$ cat src/hw/rtl/glu_pkg.sv
// ----------------------------------------------------------------------------
// glu_pkg
// Shared types and constants for the gcd / lcm unit: operation codes,
// controller states and the command / status bundles between the controller
// and the datapath.
// ----------------------------------------------------------------------------
package glu_pkg;

  localparam int unsigned DATA_W = 32;
  localparam int unsigned CNT_W  = $clog2(DATA_W);
  localparam int unsigned PROD_W = 2 * DATA_W;

  typedef logic [DATA_W-1:0] glu_word_t;

  // Operation code carried with each input beat
  typedef enum logic {
    OP_GCD = 1'b0,
    OP_LCM = 1'b1
  } glu_op_t;

  // Source of the final result
  typedef enum logic [1:0] {
    RES_ZERO,
    RES_OR,
    RES_X,
    RES_PROD
  } glu_res_t;

  // Divider operand selection
  typedef enum logic {
    DIV_MOD,
    DIV_QUO
  } glu_div_t;

  // Controller states
  typedef enum logic [2:0] {
    S_IDLE,
    S_CHECK,
    S_TEST,
    S_MDIV,
    S_MSWAP,
    S_QDIV,
    S_MUL,
    S_FIN
  } glu_state_t;

  // Controller to datapath
  typedef struct packed {
    logic     load;
    logic     div_start;
    glu_div_t div_sel;
    logic     div_step;
    logic     swap;
    logic     fin_load;
    glu_res_t fin_sel;
    logic     out_load;
  } glu_cmd_t;

  // Datapath to controller
  typedef struct packed {
    glu_op_t op;
    logic    a_zero;
    logic    b_zero;
    logic    y_zero;
    logic    div_last;
    logic    out_free;
  } glu_sts_t;

endpackage

$ cat src/hw/rtl/glu_if.sv
// ----------------------------------------------------------------------------
// glu_if
// Valid / ready channels of the gcd / lcm unit: operand beats in, result
// beats out.
// ----------------------------------------------------------------------------
interface glu_in_if;
  logic                valid;
  logic                ready;
  glu_pkg::glu_op_t    operation;
  glu_pkg::glu_word_t  operand_a;
  glu_pkg::glu_word_t  operand_b;

  modport source (output valid, output operation, output operand_a, output operand_b,
                  input ready);
  modport sink   (input valid, input operation, input operand_a, input operand_b,
                  output ready);
endinterface

interface glu_out_if;
  logic                valid;
  logic                ready;
  glu_pkg::glu_word_t  result;
  logic                overflow;

  modport source (output valid, output result, output overflow, input ready);
  modport sink   (input valid, input result, input overflow, output ready);
endinterface

$ cat src/hw/rtl/glu_dp.sv
// ----------------------------------------------------------------------------
// glu_dp
// Datapath: operand registers, Euclid pair, shared radix-2 restoring
// divider, 32x32 multiplier into the result stage, and the output register.
// ----------------------------------------------------------------------------
module glu_dp (
  input  logic                clk,
  input  logic                rst_n,
  input  glu_pkg::glu_op_t    in_operation,
  input  glu_pkg::glu_word_t  in_operand_a,
  input  glu_pkg::glu_word_t  in_operand_b,
  input  glu_pkg::glu_cmd_t   cmd,
  output glu_pkg::glu_sts_t   sts,
  input  logic                out_ready,
  output logic                out_valid,
  output glu_pkg::glu_word_t  out_result,
  output logic                out_overflow
);
  import glu_pkg::*;

  glu_op_t          op_r;
  glu_word_t        a_r, b_r;
  glu_word_t        x_r, y_r;
  glu_word_t        rem_r, quo_r, dsr_r;
  logic [CNT_W-1:0] cnt_r;
  glu_word_t        fin_res_r;
  logic             fin_ovf_r;
  logic             out_valid_r, out_valid_nxt;
  glu_word_t        out_res_r;
  logic             out_ovf_r;

  logic [DATA_W:0]   rem_sh;
  logic [DATA_W:0]   rem_sub;
  logic              take;
  logic [PROD_W-1:0] prod;

  // Divider step: shift in the next dividend bit, subtract when it fits
  assign rem_sh  = {rem_r, quo_r[DATA_W-1]};
  assign rem_sub = rem_sh - {1'b0, dsr_r};
  assign take    = (rem_sh >= {1'b0, dsr_r});

  // lcm product: quotient a/gcd times b
  assign prod = PROD_W'(quo_r) * PROD_W'(b_r);

  // Status to controller
  assign sts.op       = op_r;
  assign sts.a_zero   = (a_r == '0);
  assign sts.b_zero   = (b_r == '0);
  assign sts.y_zero   = (y_r == '0);
  assign sts.div_last = (cnt_r == CNT_W'(DATA_W - 1));
  assign sts.out_free = !out_valid_r || out_ready;

  // Operand capture and Euclid pair
  always_ff @(posedge clk) begin
    if (cmd.load) begin
      op_r <= in_operation;
      a_r  <= in_operand_a;
      b_r  <= in_operand_b;
      x_r  <= in_operand_a;
      y_r  <= in_operand_b;
    end else if (cmd.swap) begin
      x_r <= y_r;
      y_r <= rem_r;
    end
  end

  // Shared divider
  always_ff @(posedge clk) begin
    if (cmd.div_start) begin
      rem_r <= '0;
      cnt_r <= '0;
      if (cmd.div_sel == DIV_MOD) begin
        quo_r <= x_r;
        dsr_r <= y_r;
      end else begin
        quo_r <= a_r;
        dsr_r <= x_r;
      end
    end else if (cmd.div_step) begin
      rem_r <= take ? rem_sub[DATA_W-1:0] : rem_sh[DATA_W-1:0];
      quo_r <= {quo_r[DATA_W-2:0], take};
      cnt_r <= cnt_r + 1'b1;
    end
  end

  // Final result selection
  always_ff @(posedge clk) begin
    if (cmd.fin_load) begin
      case (cmd.fin_sel)
        RES_ZERO: begin
          fin_res_r <= '0;
          fin_ovf_r <= 1'b0;
        end
        RES_OR: begin
          fin_res_r <= a_r | b_r;
          fin_ovf_r <= 1'b0;
        end
        RES_X: begin
          fin_res_r <= x_r;
          fin_ovf_r <= 1'b0;
        end
        RES_PROD: begin
          fin_res_r <= prod[DATA_W-1:0];
          fin_ovf_r <= |prod[PROD_W-1:DATA_W];
        end
        default: begin
          fin_res_r <= '0;
          fin_ovf_r <= 1'b0;
        end
      endcase
    end
  end

  // Output register
  always_comb begin
    out_valid_nxt = out_valid_r;
    if (cmd.out_load) begin
      out_valid_nxt = 1'b1;
    end else if (out_ready) begin
      out_valid_nxt = 1'b0;
    end
  end

  always_ff @(posedge clk) begin
    if (!rst_n) begin
      out_valid_r <= 1'b0;
    end else begin
      out_valid_r <= out_valid_nxt;
    end
  end

  always_ff @(posedge clk) begin
    if (cmd.out_load) begin
      out_res_r <= fin_res_r;
      out_ovf_r <= fin_ovf_r;
    end
  end

  assign out_valid    = out_valid_r;
  assign out_result   = out_res_r;
  assign out_overflow = out_ovf_r;

  // Each remainder step leaves a strictly smaller pair
  a_swap_dec: assert property (@(posedge clk) disable iff (!rst_n)
    cmd.swap |=> (y_r < x_r))
    else $error("Euclid pair did not shrink after swap");

  // Only the product path can raise overflow
  a_ovf_src: assert property (@(posedge clk) disable iff (!rst_n)
    (cmd.fin_load && cmd.fin_sel != RES_PROD) |=> !fin_ovf_r)
    else $error("overflow set outside the lcm product");

  // A held result is never overwritten
  a_out_hold: assert property (@(posedge clk) disable iff (!rst_n)
    cmd.out_load |-> (!out_valid_r || out_ready))
    else $error("output register loaded while a beat is waiting");

endmodule

$ cat src/hw/rtl/glu_ctrl.sv
// ----------------------------------------------------------------------------
// glu_ctrl
// Controller: sequences zero checks, Euclid remainder steps on the shared
// divider, the lcm quotient and product, and hand-off to the output stage.
// ----------------------------------------------------------------------------
module glu_ctrl (
  input  logic               clk,
  input  logic               rst_n,
  input  logic               in_valid,
  output logic               in_ready,
  input  glu_pkg::glu_sts_t  sts,
  output glu_pkg::glu_cmd_t  cmd
);
  import glu_pkg::*;

  glu_state_t state_r, state_nxt;

  // State register
  always_ff @(posedge clk) begin
    if (!rst_n) begin
      state_r <= S_IDLE;
    end else begin
      state_r <= state_nxt;
    end
  end

  // Next state and commands
  always_comb begin
    state_nxt = state_r;
    cmd       = '0;
    in_ready  = 1'b0;
    case (state_r)
      S_IDLE: begin
        in_ready = 1'b1;
        if (in_valid) begin
          cmd.load  = 1'b1;
          state_nxt = S_CHECK;
        end
      end
      S_CHECK: begin
        if (sts.a_zero || sts.b_zero) begin
          cmd.fin_load = 1'b1;
          cmd.fin_sel  = (sts.op == OP_GCD) ? RES_OR : RES_ZERO;
          state_nxt    = S_FIN;
        end else begin
          state_nxt = S_TEST;
        end
      end
      S_TEST: begin
        if (!sts.y_zero) begin
          cmd.div_start = 1'b1;
          cmd.div_sel   = DIV_MOD;
          state_nxt     = S_MDIV;
        end else if (sts.op == OP_GCD) begin
          cmd.fin_load = 1'b1;
          cmd.fin_sel  = RES_X;
          state_nxt    = S_FIN;
        end else begin
          cmd.div_start = 1'b1;
          cmd.div_sel   = DIV_QUO;
          state_nxt     = S_QDIV;
        end
      end
      S_MDIV: begin
        cmd.div_step = 1'b1;
        if (sts.div_last) begin
          state_nxt = S_MSWAP;
        end
      end
      S_MSWAP: begin
        cmd.swap  = 1'b1;
        state_nxt = S_TEST;
      end
      S_QDIV: begin
        cmd.div_step = 1'b1;
        if (sts.div_last) begin
          state_nxt = S_MUL;
        end
      end
      S_MUL: begin
        cmd.fin_load = 1'b1;
        cmd.fin_sel  = RES_PROD;
        state_nxt    = S_FIN;
      end
      S_FIN: begin
        if (sts.out_free) begin
          cmd.out_load = 1'b1;
          state_nxt    = S_IDLE;
        end
      end
      default: begin
        state_nxt = S_IDLE;
      end
    endcase
  end

  // An accepted beat always goes to the zero check
  a_accept: assert property (@(posedge clk) disable iff (!rst_n)
    (in_valid && in_ready) |=> (state_r == S_CHECK))
    else $error("accepted beat did not reach the zero check");

  // A finished result waits while the output register is busy
  a_fin_wait: assert property (@(posedge clk) disable iff (!rst_n)
    (state_r == S_FIN && !sts.out_free) |=> (state_r == S_FIN))
    else $error("finished result left before the output was free");

endmodule

$ cat src/hw/rtl/gcd_lcm_unit.sv
// ----------------------------------------------------------------------------
// gcd_lcm_unit
// Greatest common divisor and least common multiple of two unsigned 32-bit
// operands, Euclid's remainder loop on a shared bit-serial divider.
// Sequence: when an operand is zero the zero check hands the result straight
//   to the finish state; otherwise gcd runs k remainder steps (at most 46),
//   each a division and a swap, and lcm adds a division of a by the gcd, then the multiply.
// Throughput: one item at a time; the bit-serial divider sets the pace. A new
//   item is taken while the previous result waits in the output register.
// Reset: synchronous, active low; returns to idle and drops out valid.
// ----------------------------------------------------------------------------
module gcd_lcm_unit (
  input  logic  clk,
  input  logic  rst_n,
  glu_in_if.sink    in_ch,
  glu_out_if.source out_ch
);
  import glu_pkg::*;

  glu_cmd_t cmd;
  glu_sts_t sts;

  // Sequencer
  glu_ctrl u_ctrl (
    .clk      (clk),
    .rst_n    (rst_n),
    .in_valid (in_ch.valid),
    .in_ready (in_ch.ready),
    .sts      (sts),
    .cmd      (cmd)
  );

  // Arithmetic and output stage
  glu_dp u_dp (
    .clk          (clk),
    .rst_n        (rst_n),
    .in_operation (in_ch.operation),
    .in_operand_a (in_ch.operand_a),
    .in_operand_b (in_ch.operand_b),
    .cmd          (cmd),
    .sts          (sts),
    .out_ready    (out_ch.ready),
    .out_valid    (out_ch.valid),
    .out_result   (out_ch.result),
    .out_overflow (out_ch.overflow)
  );

endmodule

$ cat src/flat_wrapper.sv
// flat-port wrapper written by rule: the top's interface ports become plain ports
module gcd_lcm_unit_flat import glu_pkg::*;
  (clk, rst_n, in_ch_valid, in_ch_operation, in_ch_operand_a, in_ch_operand_b, in_ch_ready, out_ch_valid, out_ch_result, out_ch_overflow, out_ch_ready);
  glu_in_if in_ch_i ();
  glu_out_if out_ch_i ();
  input  logic clk;
  input  logic rst_n;
  input wire logic [$bits(in_ch_i.valid)-1:0] in_ch_valid;
  input wire logic [$bits(in_ch_i.operation)-1:0] in_ch_operation;
  input wire logic [$bits(in_ch_i.operand_a)-1:0] in_ch_operand_a;
  input wire logic [$bits(in_ch_i.operand_b)-1:0] in_ch_operand_b;
  output wire logic [$bits(in_ch_i.ready)-1:0] in_ch_ready;
  output wire logic [$bits(out_ch_i.valid)-1:0] out_ch_valid;
  output wire logic [$bits(out_ch_i.result)-1:0] out_ch_result;
  output wire logic [$bits(out_ch_i.overflow)-1:0] out_ch_overflow;
  input wire logic [$bits(out_ch_i.ready)-1:0] out_ch_ready;
  assign in_ch_i.valid = in_ch_valid;
  assign in_ch_i.operation = in_ch_operation;
  assign in_ch_i.operand_a = in_ch_operand_a;
  assign in_ch_i.operand_b = in_ch_operand_b;
  assign in_ch_ready = in_ch_i.ready;
  assign out_ch_valid = out_ch_i.valid;
  assign out_ch_result = out_ch_i.result;
  assign out_ch_overflow = out_ch_i.overflow;
  assign out_ch_i.ready = out_ch_ready;
  gcd_lcm_unit u_core (.clk(clk), .rst_n(rst_n), .in_ch(in_ch_i), .out_ch(out_ch_i));
endmodule
$ cat config.mk
export PLATFORM = sky130hd
export DESIGN_NAME = gcd_lcm_unit_flat
export DESIGN_NICKNAME = d
export VERILOG_FILES = /design/src/hw/rtl/glu_pkg.sv /design/src/hw/rtl/glu_if.sv /design/src/hw/rtl/glu_dp.sv /design/src/hw/rtl/glu_ctrl.sv /design/src/hw/rtl/gcd_lcm_unit.sv /design/src/flat_wrapper.sv
export SDC_FILE = /design/constraint.sdc
export NUM_CORES = 2
export LEC_CHECK = 0
export BUFFER_PORTS_ARGS = -buffer_cell sky130_fd_sc_hd__buf_2
export CAP_MARGIN = 20
export CORE_UTILIZATION = 50
export DETAILED_ROUTE_END_ITERATION = 8
export GPL_ROUTABILITY_DRIVEN = 0
export PLACE_DENSITY = 0.76
export SYNTH_ARGS = -nofsm -noshare
export SYNTH_HDL_FRONTEND = slang
export SYNTH_SLANG_ARGS = --single-unit
$ cat constraint.sdc
create_clock -name clk -period 7.66 [get_ports clk]
set_clock_uncertainty 0.05 [all_clocks]
set_input_delay 1.149 -clock clk [delete_from_list [all_inputs] [get_ports clk]]
set_output_delay 1.149 -clock clk [all_outputs]
set_load 0.01 [all_outputs]
==> results.json <==
{
  "wl_um": 132000,
  "synthMuxAreaShare_pct": 2.47,
  "via_per_inst": 5.64,
  "grt.overflow.total": 0,
  "regToRegSetupSlack_ns": -1.07,
  "synth.yosys.warnings": 0,
  "use_met1_pct": 39.3,
  "most-common-layout-cells": "fa_1 (884), inv_1 (723), nand2_1 (595), and2_1 (589), buf_4 (420)",
  "synth_top_family_by_area": "adder cells",
  "cp-start-kind": "flop",
  "synth-xor-area-share_pct": 1.49,
  "vias": 35500,
  "root_buffer": "clkbuf_16",
  "numCtsBuffers": 34,
  "clock_path_buffers": 3,
  "rows": 111,
  "whs_path_depth": 0,
  "cts_sinks": 300,
  "core_area_um2": 91900,
  "pre_cts_ws_ns": -1.07,
  "holdCritStartpoint": "u_core.u_dp.fin_res_r[6]",
  "hold_viol_final": 0,
  "cp_slowest_stage_delay_ns": 0.57,
  "drt_iter0_markers": 3187,
  "grt_util_met3_pct": 5.88,
  "die_x_um": 307,
  "start_util_pct": 50.7,
  "cts_tree": "done",
  "setup_violations": 1,
  "diodes": 0,
  "min_period_ns": 8.73,
  "synthesis.area_um2": 46600,
  "area_delta_synth_final_pct": 15.3,
  "timing.rr.start": "u_core.u_dp.quo_r[20]",
  "maxSlewHeadroom_pct": 29.1,
  "crit_arrival_ns": 8.93,
  "fin_ws_ns": -1.07,
  "r2r_end": "u_core.u_dp.fin_ovf_r",
  "required_ns": 7.86,
  "synth_edf_count": 259,
  "whs_ns": 0.365,
  "cp-end-kind": "flop",
  "reg2reg_depth": 28,
  "syn_inst": 4650,
  "hpwlAfterDp_um": 106000,
  "cpMostUsedCell": "fa_1",
  "yosysSeqAreaShare_pct": 18.5,
  "clk_latency_ns": 0.54,
  "die_area_um2": 94400,
  "drive_above_1_share_pct": 16.2,
  "grt_max_degree": 69,
  "hold_path.class": "reg2reg",
  "antenna_found_initial": 1,
  "worst-slew-pin-transition_ns": 1.06,
  "synth_compound_area_share_pct": 6.79,
  "violations": "negative setup slack",
  "ioPinCount": 104,
  "fin_nets": 6280,
  "grt_pass1_vias": 37700,
  "globalRouteTotalUtil_pct": 28.7,
  "drv_cap": 0,
  "grt_setup_unrepaired": "true",
  "hold_end": "u_core.u_dp.out_result[6]",
  "slew_viol_final": 0,
  "path_clk_slew_ns": 0.06,
  "fin_util_pct": 58.4,
  "first_pass_iters": 6,
  "antenna_left": 0,
  "status": "finished, violations left",
  "worst-setup-path-type": "reg2reg",
  "die_h_um": 307,
  "yosys.cell_types.count": 82,
  "min_period_over_period_pct": 114,
  "numPortBuffers": 103,
  "synthAdderAreaFrac_pct": 46.5,
  "crit_slowest_cell": "fa_1",
  "post_drt_wl_per_cell_um": 21.0,
  "fmax_mhz": 114,
  "h-tree-depth": 2,
  "grt_pass1_wl_um": 210000,
  "met2_usage_pct": 46.3,
  "worst-path-max-fanout": 5,
  "drc": 0,
  "synth-simple-area-share_pct": 16.2,
  "final_common_cell": "fa_1",
  "grt.busiest_layer": "met2",
  "synth_seq_cells": 300,
  "synth-async-reset-ratio_pct": 0,
  "syn-num-nets": 5913,
  "synth_area_per_cell_um2": 10.0,
  "synthFlopType": "edfxtp_1"
}
## registers in the layout (all words and copies together), names as in the netlist
signal                    count
u_core.u_dp.fin_ovf_r         1
u_core.u_dp.out_result       32
u_core.u_dp.quo_r            32
u_core.u_dp.rem_r            32
u_core.u_dp.y_r              32
u_core.u_dp.a_r              32
u_core.u_dp.dsr_r            32
u_core.u_dp.out_valid         1
u_core.u_dp.cnt_r             5
u_core.u_dp.op_r              1
u_core.u_ctrl.state_r         3
u_core.u_dp.x_r              32
u_core.u_dp.fin_res_r        32
u_core.u_dp.b_r              32
u_core.u_dp.out_overflow      1
## worst max-delay path, delay by kind of cell (launching register included)
kind	cells	cell delay [ns]
flops	1	0.41
simple gates	7	1.80
fa+ha+maj	9	4.43
buf+inv	6	0.69
compound gates	5	0.95
xor+xnor	1	0.12
## cell type report
type | count | area, um^2
Multi-Input combinational cell | 3349 | 34500
Timing Repair Buffer | 603 | 5150
Tap cell | 1243 | 1560
Clock inverter | 23 | 249
Fill cell | 7423 | 38200
Sequential cell | 300 | 8600
Clock buffer | 39 | 891
Inverter | 729 | 2740
## timing repair
action | 4_1_cts | 5_1_grt
cloned | 0 | 0
hold buffers | 0 | 0
pin swaps | 32 | 8
endpoints found under the setup margin | 3 | 6
resized for setup | 47 | 20
buffers inserted | 38 | 1
## cells in the mapped netlist, drive strengths merged, types with 11 or more instances
| master | number | area share [%] |
|---|---|---|
| fa | 897 | 39 |
| inv | 728 | 5.9 |
| and2 | 598 | 8.0 |
| nand2 | 596 | 4.8 |
| ha | 297 | 8.0 |
| clkbuf | 262 | 2.1 |
| edfxtp | 259 | 17 |
| o21ai | 126 | 1.4 |
| a21oi | 123 | 1.4 |
| nor2 | 110 | 0.89 |
| a21o | 71 | 1.1 |
| mux2 | 65 | 1.6 |
| mux2i | 42 | 0.90 |
| dfxtp | 41 | 1.8 |
| xnor2 | 41 | 0.77 |
| xor2 | 38 | 0.71 |
| nor4 | 33 | 0.44 |
| nand4 | 32 | 0.43 |
| nand3 | 27 | 0.29 |
| o221ai | 23 | 0.43 |
| a22o | 18 | 0.34 |
| nand2b | 17 | 0.23 |
| nor2b | 14 | 0.19 |
| nor3 | 14 | 0.15 |
| o21bai | 12 | 0.19 |
| or3 | 12 | 0.17 |
| and3 | 11 | 0.15 |
## per-layer routing
metal / up-vias / share of wire, %
met5: - / 0.0099
met4: 2 / 3.2
met3: 321 / 11
met2: 1845 / 47
met1: 18000 / 40
li1: 15300 / -
## logic make-up after synthesis
family	count (synthesis)
and+or+nand+nor	1486
adders and majority gates	1194
buffers and inverters	1001
AOI/OAI and AO/OA	483
DFF	300
muxes	107
xor gates and xnor gates	79
## stage by stage
stage               TNS [ns]  std cells  instance area [um^2]
global placement       -1.06       6185                 52000
floorplan             -0.450       4650                 46700
detailed placement     -1.19       6186                 52000
finish                 -1.07       6286                 53700
CTS                   -0.932       6285                 53600
global route           -1.37       6286                 53700
## worst max-delay path by stage
| stage | from | slack (ns) | cells past startpoint | endpoint |
|---|---|---|---|---|
| after detailed placement | u_core.u_dp.quo_r[27] | -1.07 | 25 | u_core.u_dp.fin_ovf_r |
| after CTS | u_core.u_dp.quo_r[7] | -0.93 | 27 | u_core.u_dp.fin_ovf_r |
| after global placement | u_core.u_dp.quo_r[20] | -1.0 | 26 | u_core.u_dp.fin_ovf_r |
| after floorplan | u_core.u_dp.b_r[22] | -0.45 | 27 | u_core.u_dp.fin_ovf_r |
| final | u_core.u_dp.quo_r[20] | -1.07 | 28 | u_core.u_dp.fin_ovf_r |
| after global routing | u_core.u_dp.quo_r[22] | -1.31 | 27 | u_core.u_dp.fin_ovf_r |
Power is left out: the tool's default activity adds up to more than one toggle a clock period on the data nets, which glitch-free logic cannot reach.
